--- config.mk ---
export PLATFORM = sky130hd
export DESIGN_NAME = first_key_to_reach_count_flat
export DESIGN_NICKNAME = d
export VERILOG_FILES = /design/src/rtl/fkc_pkg.sv /design/src/rtl/fkc_in_if.sv /design/src/rtl/fkc_out_if.sv /design/src/rtl/fkc_cfg_if.sv /design/src/rtl/fkc_cell.sv /design/src/rtl/first_key_to_reach_count.sv /design/src/flat_wrapper.sv
export SDC_FILE = /design/constraint.sdc
export NUM_CORES = 2
export LEC_CHECK = 0
export CAP_MARGIN = 30
export CORE_AREA = 4 4 439 441
export DETAILED_ROUTE_END_ITERATION = 8
export DIE_AREA = 0 0 443 445
export DONT_BUFFER_PORTS = 1
export PLACE_DENSITY = 0.79
export SLEW_MARGIN = 40
export SYNTH_ARGS = -nofsm -noshare
export SYNTH_HDL_FRONTEND = slang
export SYNTH_SLANG_ARGS = --single-unit
--- constraint.sdc ---
create_clock -name i_clk -period 11.15 [get_ports i_clk]
set_clock_uncertainty 0.1 [all_clocks]
set_input_delay 1.6725 -clock i_clk [delete_from_list [all_inputs] [get_ports i_clk]]
set_output_delay 1.6725 -clock i_clk [all_outputs]
set_load 0.01 [all_outputs]
--- src/rtl/fkc_pkg.sv ---
package fkc_pkg;

    localparam int TABLE_ENTRIES = 64;
    localparam int KEY_W         = 24;
    localparam int CNT_W         = 8;

    localparam logic [CNT_W-1:0] CNT_MAX    = '1;
    localparam logic [CNT_W-1:0] CNT_ONE    = CNT_W'(1);
    localparam logic [CNT_W-1:0] THR_RESET  = CNT_W'(5);

    typedef logic [KEY_W-1:0] t_key;
    typedef logic [CNT_W-1:0] t_count;

    typedef struct packed {
        logic   cmp_en;
        logic   alloc_en;
        logic   clear;
        t_key   key;
        t_count thr;
    } t_cell_ctrl;

    typedef struct packed {
        logic valid;
        logic match;
        logic win;
    } t_cell_stat;

    typedef enum logic [2:0] {
        S_IDLE = 3'b001,
        S_CMP  = 3'b010,
        S_UPD  = 3'b100
    } t_state;

endpackage

--- src/rtl/fkc_in_if.sv ---
interface fkc_in_if;
    logic          valid;
    logic          ready;
    fkc_pkg::t_key key_code;
    logic          last_key;

    modport source (output valid, output key_code, output last_key, input ready);
    modport sink   (input valid, input key_code, input last_key, output ready);
endinterface

--- src/rtl/fkc_out_if.sv ---
interface fkc_out_if;
    logic          valid;
    logic          ready;
    logic          found;
    fkc_pkg::t_key winner_code;
    logic          table_overflow;

    modport source (output valid, output found, output winner_code,
                    output table_overflow, input ready);
    modport sink   (input valid, input found, input winner_code,
                    input table_overflow, output ready);
endinterface

--- src/rtl/fkc_cfg_if.sv ---
interface fkc_cfg_if;
    logic            valid;
    logic            ready;
    fkc_pkg::t_count count_threshold;

    modport source (output valid, output count_threshold, input ready);
    modport sink   (input valid, input count_threshold, output ready);
endinterface

--- src/rtl/fkc_cell.sv ---
module fkc_cell (
    input  logic                i_clk,
    input  logic                i_rst_n,
    input  fkc_pkg::t_cell_ctrl i_ctrl,
    input  logic                i_prev_valid,
    output fkc_pkg::t_cell_stat o_stat
);
    import fkc_pkg::*;

    logic   r_valid;
    t_key   r_key;
    t_count r_count;
    logic   r_match;
    logic   r_win;

    logic   hit;
    t_count inc;

    assign hit = r_valid && (r_key == i_ctrl.key);
    assign inc = (r_count == CNT_MAX) ? CNT_MAX : r_count + CNT_ONE;

    always_ff @(posedge i_clk) begin
        if (!i_rst_n) begin
            r_valid <= 1'b0;
        end else if (i_ctrl.clear) begin
            r_valid <= 1'b0;
        end else if (i_ctrl.alloc_en && !r_valid && i_prev_valid) begin
            r_valid <= 1'b1;
        end
    end

    always_ff @(posedge i_clk) begin
        if (i_ctrl.cmp_en) begin
            r_match <= hit;
            r_win   <= hit && (inc == i_ctrl.thr);
            if (hit) begin
                r_count <= inc;
            end
        end else if (i_ctrl.alloc_en && !r_valid && i_prev_valid) begin
            r_key   <= i_ctrl.key;
            r_count <= CNT_ONE;
        end
    end

    assign o_stat.valid = r_valid;
    assign o_stat.match = r_match;
    assign o_stat.win   = r_win;

endmodule

--- src/rtl/first_key_to_reach_count.sv ---
// first_key_to_reach_count
// A key beat passes through the compare and update states before reaching the result register.
// A new key beat is taken only in idle; a result stalled downstream holds the update state.
// Table lookup is a row of cells, each comparing its own entry in parallel.
// Reset (sync, active low): table empty, flags clear, threshold 5, no result pending.
module first_key_to_reach_count (
    input  logic i_clk,
    input  logic i_rst_n,
    fkc_in_if.sink    i_key_ch,
    fkc_cfg_if.sink   i_cfg_ch,
    fkc_out_if.source o_res_ch
);
    import fkc_pkg::*;

    t_state     r_state, n_state;
    t_key       r_key;
    logic       r_last;
    t_count     r_thr;
    logic       r_winner_seen;
    logic       r_ovf_seen;
    logic       r_out_valid;
    logic       r_found;
    t_key       r_code;
    logic       r_out_ovf;

    t_cell_ctrl ctrl;
    t_cell_stat stat [TABLE_ENTRIES];
    logic [TABLE_ENTRIES-1:0] valid_v, match_v, win_v;

    logic any_match, full, alloc, win_now, ovf_new, produce, out_free, commit;

    genvar g;
    generate
        for (g = 0; g < TABLE_ENTRIES; g++) begin : g_cell
            logic prev_valid;
            if (g == 0) begin : g_head
                assign prev_valid = 1'b1;
            end else begin : g_link
                assign prev_valid = stat[g-1].valid;
            end
            fkc_cell u_cell (
                .i_clk        (i_clk),
                .i_rst_n      (i_rst_n),
                .i_ctrl       (ctrl),
                .i_prev_valid (prev_valid),
                .o_stat       (stat[g])
            );
            assign valid_v[g] = stat[g].valid;
            assign match_v[g] = stat[g].match;
            assign win_v[g]   = stat[g].win;
        end
    endgenerate

    assign any_match = |match_v;
    assign full      = valid_v[TABLE_ENTRIES-1];
    assign alloc     = !any_match && !full;
    assign win_now   = !r_winner_seen && ((|win_v) || (alloc && (r_thr == CNT_ONE)));
    assign ovf_new   = r_ovf_seen || (!r_winner_seen && !any_match && full);
    assign produce   = win_now || (r_last && !r_winner_seen);
    assign out_free  = !r_out_valid || o_res_ch.ready;
    assign commit    = (r_state == S_UPD) && (!produce || out_free);

    always_comb begin
        ctrl.cmp_en   = (r_state == S_CMP) && !r_winner_seen;
        ctrl.alloc_en = commit && !r_winner_seen && alloc;
        ctrl.clear    = commit && r_last;
        ctrl.key      = r_key;
        ctrl.thr      = r_thr;
    end

    always_comb begin
        n_state = r_state;
        case (r_state)
            S_IDLE: begin
                if (i_key_ch.valid) n_state = S_CMP;
            end
            S_CMP: n_state = S_UPD;
            S_UPD: begin
                if (commit) n_state = S_IDLE;
            end
            default: n_state = S_IDLE;
        endcase
    end

    assign i_key_ch.ready = (r_state == S_IDLE);
    assign i_cfg_ch.ready = 1'b1;

    always_ff @(posedge i_clk) begin
        if (!i_rst_n) begin
            r_state       <= S_IDLE;
            r_thr         <= THR_RESET;
            r_winner_seen <= 1'b0;
            r_ovf_seen    <= 1'b0;
            r_out_valid   <= 1'b0;
        end else begin
            r_state <= n_state;
            if (i_cfg_ch.valid) begin
                r_thr <= i_cfg_ch.count_threshold;
            end
            if (commit) begin
                r_winner_seen <= r_last ? 1'b0 : (r_winner_seen || win_now);
                r_ovf_seen    <= r_last ? 1'b0 : ovf_new;
            end
            if (commit && produce) begin
                r_out_valid <= 1'b1;
            end else if (o_res_ch.ready) begin
                r_out_valid <= 1'b0;
            end
        end
    end

    always_ff @(posedge i_clk) begin
        if (i_key_ch.valid && i_key_ch.ready) begin
            r_key  <= i_key_ch.key_code;
            r_last <= i_key_ch.last_key;
        end
        if (commit && produce) begin
            r_found   <= win_now;
            r_code    <= win_now ? r_key : '0;
            r_out_ovf <= ovf_new;
        end
    end

    assign o_res_ch.valid          = r_out_valid;
    assign o_res_ch.found          = r_found;
    assign o_res_ch.winner_code    = r_code;
    assign o_res_ch.table_overflow = r_out_ovf;

endmodule
--- src/flat_wrapper.sv ---
// flat-port wrapper written by rule: the top's interface ports become plain ports
module first_key_to_reach_count_flat import fkc_pkg::*;
  (i_clk, i_rst_n, i_key_ch_valid, i_key_ch_key_code, i_key_ch_last_key, i_key_ch_ready, i_cfg_ch_valid, i_cfg_ch_count_threshold, i_cfg_ch_ready, o_res_ch_valid, o_res_ch_found, o_res_ch_winner_code, o_res_ch_table_overflow, o_res_ch_ready);
  fkc_in_if i_key_ch_i ();
  fkc_cfg_if i_cfg_ch_i ();
  fkc_out_if o_res_ch_i ();
  input  logic i_clk;
  input  logic i_rst_n;
  input wire logic [$bits(i_key_ch_i.valid)-1:0] i_key_ch_valid;
  input wire logic [$bits(i_key_ch_i.key_code)-1:0] i_key_ch_key_code;
  input wire logic [$bits(i_key_ch_i.last_key)-1:0] i_key_ch_last_key;
  output wire logic [$bits(i_key_ch_i.ready)-1:0] i_key_ch_ready;
  input wire logic [$bits(i_cfg_ch_i.valid)-1:0] i_cfg_ch_valid;
  input wire logic [$bits(i_cfg_ch_i.count_threshold)-1:0] i_cfg_ch_count_threshold;
  output wire logic [$bits(i_cfg_ch_i.ready)-1:0] i_cfg_ch_ready;
  output wire logic [$bits(o_res_ch_i.valid)-1:0] o_res_ch_valid;
  output wire logic [$bits(o_res_ch_i.found)-1:0] o_res_ch_found;
  output wire logic [$bits(o_res_ch_i.winner_code)-1:0] o_res_ch_winner_code;
  output wire logic [$bits(o_res_ch_i.table_overflow)-1:0] o_res_ch_table_overflow;
  input wire logic [$bits(o_res_ch_i.ready)-1:0] o_res_ch_ready;
  assign i_key_ch_i.valid = i_key_ch_valid;
  assign i_key_ch_i.key_code = i_key_ch_key_code;
  assign i_key_ch_i.last_key = i_key_ch_last_key;
  assign i_key_ch_ready = i_key_ch_i.ready;
  assign i_cfg_ch_i.valid = i_cfg_ch_valid;
  assign i_cfg_ch_i.count_threshold = i_cfg_ch_count_threshold;
  assign i_cfg_ch_ready = i_cfg_ch_i.ready;
  assign o_res_ch_valid = o_res_ch_i.valid;
  assign o_res_ch_found = o_res_ch_i.found;
  assign o_res_ch_winner_code = o_res_ch_i.winner_code;
  assign o_res_ch_table_overflow = o_res_ch_i.table_overflow;
  assign o_res_ch_i.ready = o_res_ch_ready;
  first_key_to_reach_count u_core (.i_clk(i_clk), .i_rst_n(i_rst_n), .i_key_ch(i_key_ch_i), .i_cfg_ch(i_cfg_ch_i), .o_res_ch(o_res_ch_i));
endmodule
# After elaboration in Yosys (flattened, before gate mapping)
# Cells that the tools add are included.
# classes
eq_ne,262
div_mod_pow,0
mul,0
muxes,263
bitwise,2
shift,0
n_addsub,64
magnitude_cmp,0
reduce_logical,539
# ops
op,count
two-way mux 8 bit,256
equality test 24 bit,64
adder 8 x 1 -> 8 bit (second input constant),64
equality test 8 bit,64
equality test 8 bit (second input constant),64
logical AND 1 bit,268
AND reduction 2 bit,129
!= test 2 bit (second input constant),65
nonzero test 2 bit,65
OR reduction 64 bit,2
logical NOT 1 bit,68
one-hot mux 3 bit (3 select lines),1
equality test 8 x 1 -> 1 bit (second input constant),1
logical OR 1 bit,6
two-way mux 3 bit,2
two-way mux 1 bit,4
equality test 3 x 1 -> 1 bit (second input constant),1
equality test 3 x 2 -> 1 bit (second input constant),1
equality test 3 bit (second input constant),1
!= test 2 x 1 -> 1 bit (second input constant),1
NOT 1 bit,2
OR reduction 2 bit,1
# word_totals
rom_bits,0
mem_bits_rw,0
regBits,2305
latchBits,0
mem_count,0
word_cells,1460
inputBits,38
out_inout_bits,29

# Depth between registers and ports, before layout
# logic_depth
depth_word,16
ltp_mapped,9
ltp_nobuf,7

# By module
# A second synthesis with hierarchy kept.
# unflattened
hier_cells,9496
area_unflattened_um2,119422.0
# by_module_without_submodules
module,area_each_um2,seq_area_each_um2,cells_each,n_inst
fkc_cell at u_core.g_cell[0].u_cell ...,1809.2,1041.0,144,52
fkc_cell at u_core.g_cell[57].u_cell ...,1875.5,1041.0,151,10
fkc_cell at u_core.g_cell[56].u_cell ...,1879.3,1041.0,151,2
first_key_to_reach_count,2827.7,1811.7,196,1

# Worst setup path after synthesis
# Ideal clock, no wire load.
# synth_path
kind,in2reg
startpoint,in o_res_ch_ready
endpoint,reg u_core.g_cell[13].u_cell.r_key[0] (enable)
t_required_ns,10.584
path_stages,8
setup_time_ns,0.466
setup_slack_ns,5.501
arrival_ns,5.083
n_path_buf,2
cell_sequence,nand2b_1 > nor2_1 > nor2_1 > a31oi_1 > or3_1 > buf_4 > buf_2 > nor4_1
# synth_between
elab_chain_len,8
# synth_rtl
element,line,rtl
from (decl),flat_wrapper.sv:20,input wire logic [$bits(o_res_ch_i.ready)-1:0] o_res_ch_ready;
logical OR 1 bit,first_key_to_reach_count.sv:60,assign out_free = !r_out_valid || o_res_ch.ready;
logical OR 1 bit,first_key_to_reach_count.sv:61,assign commit = (r_state == S_UPD) && (!produce || out_free);
logical AND 1 bit,first_key_to_reach_count.sv:61,
logical AND 1 bit (2 in a row),first_key_to_reach_count.sv:65,ctrl.alloc_en = commit && !r_winner_seen && alloc;
logical AND 1 bit (2 in a row),fkc_cell.sv:39,end else if (i_ctrl.alloc_en && !r_valid && i_prev_valid) begin
AND reduction 2 bit (no source line),n/a,
to (signal assigned),fkc_cell.sv:40,r_key <= i_ctrl.key;
to (decl),fkc_cell.sv:11,t_key r_key;
# Every way passes these cells.
# A chain may end at the register's enable or synchronous reset.

# Worst setup path in the final report
# layout_path
startpoint,reg u_core.g_cell[48].u_cell.r_win
endpoint,reg u_core.g_cell[37].u_cell.r_count[5] (enable)
# layout_between
elab_chain_len,13
# layout_rtl
element,line,rtl
from (decl),fkc_cell.sv:14,logic r_win;
from (signal assigned),fkc_cell.sv:35,r_win <= hit && (inc == i_ctrl.thr);
OR reduction 64 bit,first_key_to_reach_count.sv:57,assign win_now = !r_winner_seen && ((|win_v) || (alloc && (r_thr == CNT_ONE)));
logical OR 1 bit,first_key_to_reach_count.sv:57,
logical AND 1 bit,first_key_to_reach_count.sv:57,
logical OR 1 bit,first_key_to_reach_count.sv:59,assign produce = win_now || (r_last && !r_winner_seen);
logical NOT 1 bit,first_key_to_reach_count.sv:61,
logical OR 1 bit,first_key_to_reach_count.sv:61,
logical AND 1 bit,first_key_to_reach_count.sv:61,
logical AND 1 bit (2 in a row),first_key_to_reach_count.sv:65,
logical AND 1 bit (2 in a row),fkc_cell.sv:39,
nonzero test 2 bit (no source line),n/a,
AND reduction 2 bit (no source line),n/a,
to (signal assigned),fkc_cell.sv:37,r_count <= inc;
to (decl),fkc_cell.sv:12,t_count r_count;
# Every way passes these cells.

==> results.py <==
metrics = {
    "status": {
        "outcome": "complete, no violations",
    },
    "setup_path": {
        "critPathMaxStageDelay_ps": 730,
        "crit_slowest_cell": "o22ai_1",
        "critPathCaptureType": "register",
        "cp_num_buf_inv": 3,
        "critPathLaunchType": "register",
        "path_class": "reg -> reg",
        "cp_data_arrival_time_ps": 5560,
        "required_ps": 11530,
        "critPathMaxFanout": 66,
        "cp_top_family": "simple AND/OR/NAND/NOR gates",
        "crit_chain": "nor4_2 -> nand4_1 -> nor4_4 -> a31oi_4 -> buf_4 -> or3_4 -> buf_12 -> buf_16 -> o22ai_1",
    },
    "grt": {
        "grt_pass1_vias": 69400,
        "grt_use_total": 0.293,
        "grt_max_degree": 171,
        "grt-ovfl-total": 0,
        "antenna_found_initial": 18,
        "grt_pass1_wl_microns": 435000,
    },
    "pwr": {
        "combPwrFrac": 0.063,
        "powerDensity_mw_per_mm2": 147,
        "p_seq_frac": 0.528,
        "p_leak_nw": 39.4,
        "max-vdd-ir-drop_mv": 0.174,
        "internal-power_w": 0.0140,
        "power_switching_w": 0.00408,
        "clock_power_share": 0.409,
        "p_sw_frac": 0.226,
    },
    "drt": {
        "vias": 72200,
        "drt_iter0_markers": 8719,
        "viasPerCell": 6.37,
        "firstDrtPassIters": 6,
        "drc_errors": 0,
        "avgRoutedWirePerCell_microns": 26.2,
        "routed_wl_microns": 297000,
        "final_antenna_net_count": 0,
    },
    "timing": {
        "setup_ws_ps": 5970,
        "fin_crit_sh": 0.464,
        "final-setup-viol-count": 0,
        "fmax_mhz": 193,
        "hold_violations": 0,
        "rsz0062_at_grt": "false",
        "tns_ps": 0,
        "worst_slew_pin_slew_ps": 911,
        "fin_crit_ps": 5180,
        "max_slew_margin": 0.384,
        "final_max_slew_viol_count": 0,
    },
    "floorplan": {
        "core_sq_mm": 0.189,
        "row_count": 160,
        "die_area_sq_mm": 0.197,
        "die_w_microns": 443,
        "fp.dieH_microns": 445,
        "start_util": 0.585,
        "io_pins": 67,
    },
    "synth": {
        "synth_fa_ha_area_frac": 0.00724,
        "synth_top_family_by_area": "XOR/XNOR gates",
        "synth.top_cell.area_share": 0.604,
        "ys_seq_elements": 2305,
        "syn_nets": 8702,
        "ys_types": 74,
        "synth_area_sq_mm": 0.111,
        "yosysSeqAreaShare": 0.618,
        "synthMuxAreaShare": 0.0117,
        "yosysWarnings": 0,
        "synth.top_cells.by_area": "edfxtp_1, xor2_1, xnor2_1, nor4_1, nand3_1",
        "synth_cells": 8600,
        "async_reset_ff_frac": 0,
        "syn_area_per_cell_sq_um": 12.9,
        "synth_compound_gate_area_share": 0.0528,
        "yosys.area.top_type": "edfxtp_1",
        "synth_ff_type": "edfxtp_1",
        "synth-edff-count": 2227,
        "synth_xor_area_frac": 0.168,
        "yosys.area_share.simple": 0.121,
    },
    "final_layout": {
        "area_delta_synth_final_pct": 10.7,
        "layout_common_cells": "edfxtp_1, xor2_1, xnor2_1, nand3_1, nor2_1",
        "fin_area_sq_mm": 0.123,
        "fin_util": 0.648,
        "drive_above_1_share": 0.0845,
        "fillers": 12900,
        "layout.nets": 8720,
        "stdcell_count": 11300,
        "layout_commonest_cell": "edfxtp_1",
    },
    "cts": {
        "clk_latency_ps": 900,
        "cts-root-buf": "clkbuf_16",
        "postCtsSetupBuffers": 0,
        "cts_made_buffers": 223,
        "cts-resized-gates": 0,
        "clk_pin_slew_ps": 60,
        "htreeDepth": 4,
        "clock_sinks": 2305,
        "cts_tree": "built",
        "clock_path_buffers": 3,
        "cts_hold_buf": 0,
    },
    "job": {
        "drv_cap": 0,
    },
    "hold_path": {
        "hold_path_class": "reg -> reg",
    },
    "placed_design": {
        "place_ws_ps": 5680,
        "port_buffers": 0,
        "dp.cells": 10900,
        "dp_hpwl_microns": 181000,
        "globalplace.congestion": 0.914,
        "post_dp_cell_area_sq_mm": 0.115,
    },
}
==> kinds of logic (layout without fill, tap and decap cells) <==
logic type,Yosys count,in the layout
other cells,1,8
compound gates,868,868
fa+ha+maj,64,64
flops,2305,2305
xor+xnor,2116,2116
simple gates,2563,2563
mux,129,129
buf+inv,554,759
==> per-stage QoR <==
stage | total power (W) | hold slack (ps)
2_1_floorplan | 0.0105 | 335
3_3_place_gp | 0.0108 | 346
3_5_place_dp | 0.0108 | 357
4_1_cts | 0.0181 | 371
5_1_grt | 0.0186 | 408
6_report | 0.0181 | 380
==> state kept, by name, indices dropped and copies added (netlist names), 3 cells and up <==
signal                        count
u_core.r_thr                      8
u_core.g_cell.u_cell.r_match     64
u_core.r_state                    3
u_core.o_res_ch.winner_code      24
u_core.r_key                     24
u_core.g_cell.u_cell.r_valid     64
u_core.g_cell.u_cell.r_win       64
u_core.g_cell.u_cell.r_count    512
u_core.g_cell.u_cell.r_key     1536
==> power groups by stage <==
stage	Clock [W]	Sequential, W	Combinational (W)
final	0.00740	0.00954	0.00113
after detailed placement	0	0.00973	0.00111
after global routing	0.00782	0.00954	0.00120
after CTS	0.00745	0.00954	0.00112
after floorplan	0	0.00977	0.000690
after global placement	0	0.00973	0.00107
==> cells in the mapped netlist, types with 79 or more instances <==
library cell and instances:
nand3_1 497, edfxtp_1 2227, o21ai_0 134, xnor2_1 944, nand4_1 241, nor4_1 413, and3_1 79, nand2_1 323
o21a_1 102, mux2i_1 123, buf_2 196, nor3_1 194, xor2_1 1171, inv_1 120, nor2_1 489, clkbuf_1 188
nand2b_1 92, a21oi_1 306
==> worst paths after layout <==
kind	end	slack, ps	start	cells past startpoint
max	u_core.g_cell[37].u_cell.r_count[5]	5970	u_core.g_cell[48].u_cell.r_win	9
min reg2reg	u_core.r_ovf_seen	380	u_core.r_ovf_seen	1
max reg2reg	u_core.g_cell[37].u_cell.r_count[5]	5970	u_core.g_cell[48].u_cell.r_win	9
min	u_core.r_ovf_seen	380	u_core.r_ovf_seen	1
==> layout make-up <==
class / count / area (sq um) / area share
Clock buffer: 278 / 5890 / 0.0481
Multi-Input combinational cell: 5741 / 41100 / 0.336
Sequential cell: 2305 / 68500 / 0.559
Clock inverter: 134 / 1310 / 0.0107
Timing Repair Buffer: 224 / 2100 / 0.0172
Antenna cell: 7 / 17.5 / 0.000143
Inverter: 123 / 469 / 0.00383
Tap cell: 2511 / 3140 / 0.0256
==> per-layer routing <==
layer,up-vias,routed length (microns),GRT usage
met5,-,57,0
met4,10,13300,0.132
met3,640,36900,0.0818
met2,3905,134000,0.451
met1,35900,113000,0.389
li1,31700,-,-
Power figures use the tool's default switching activity.
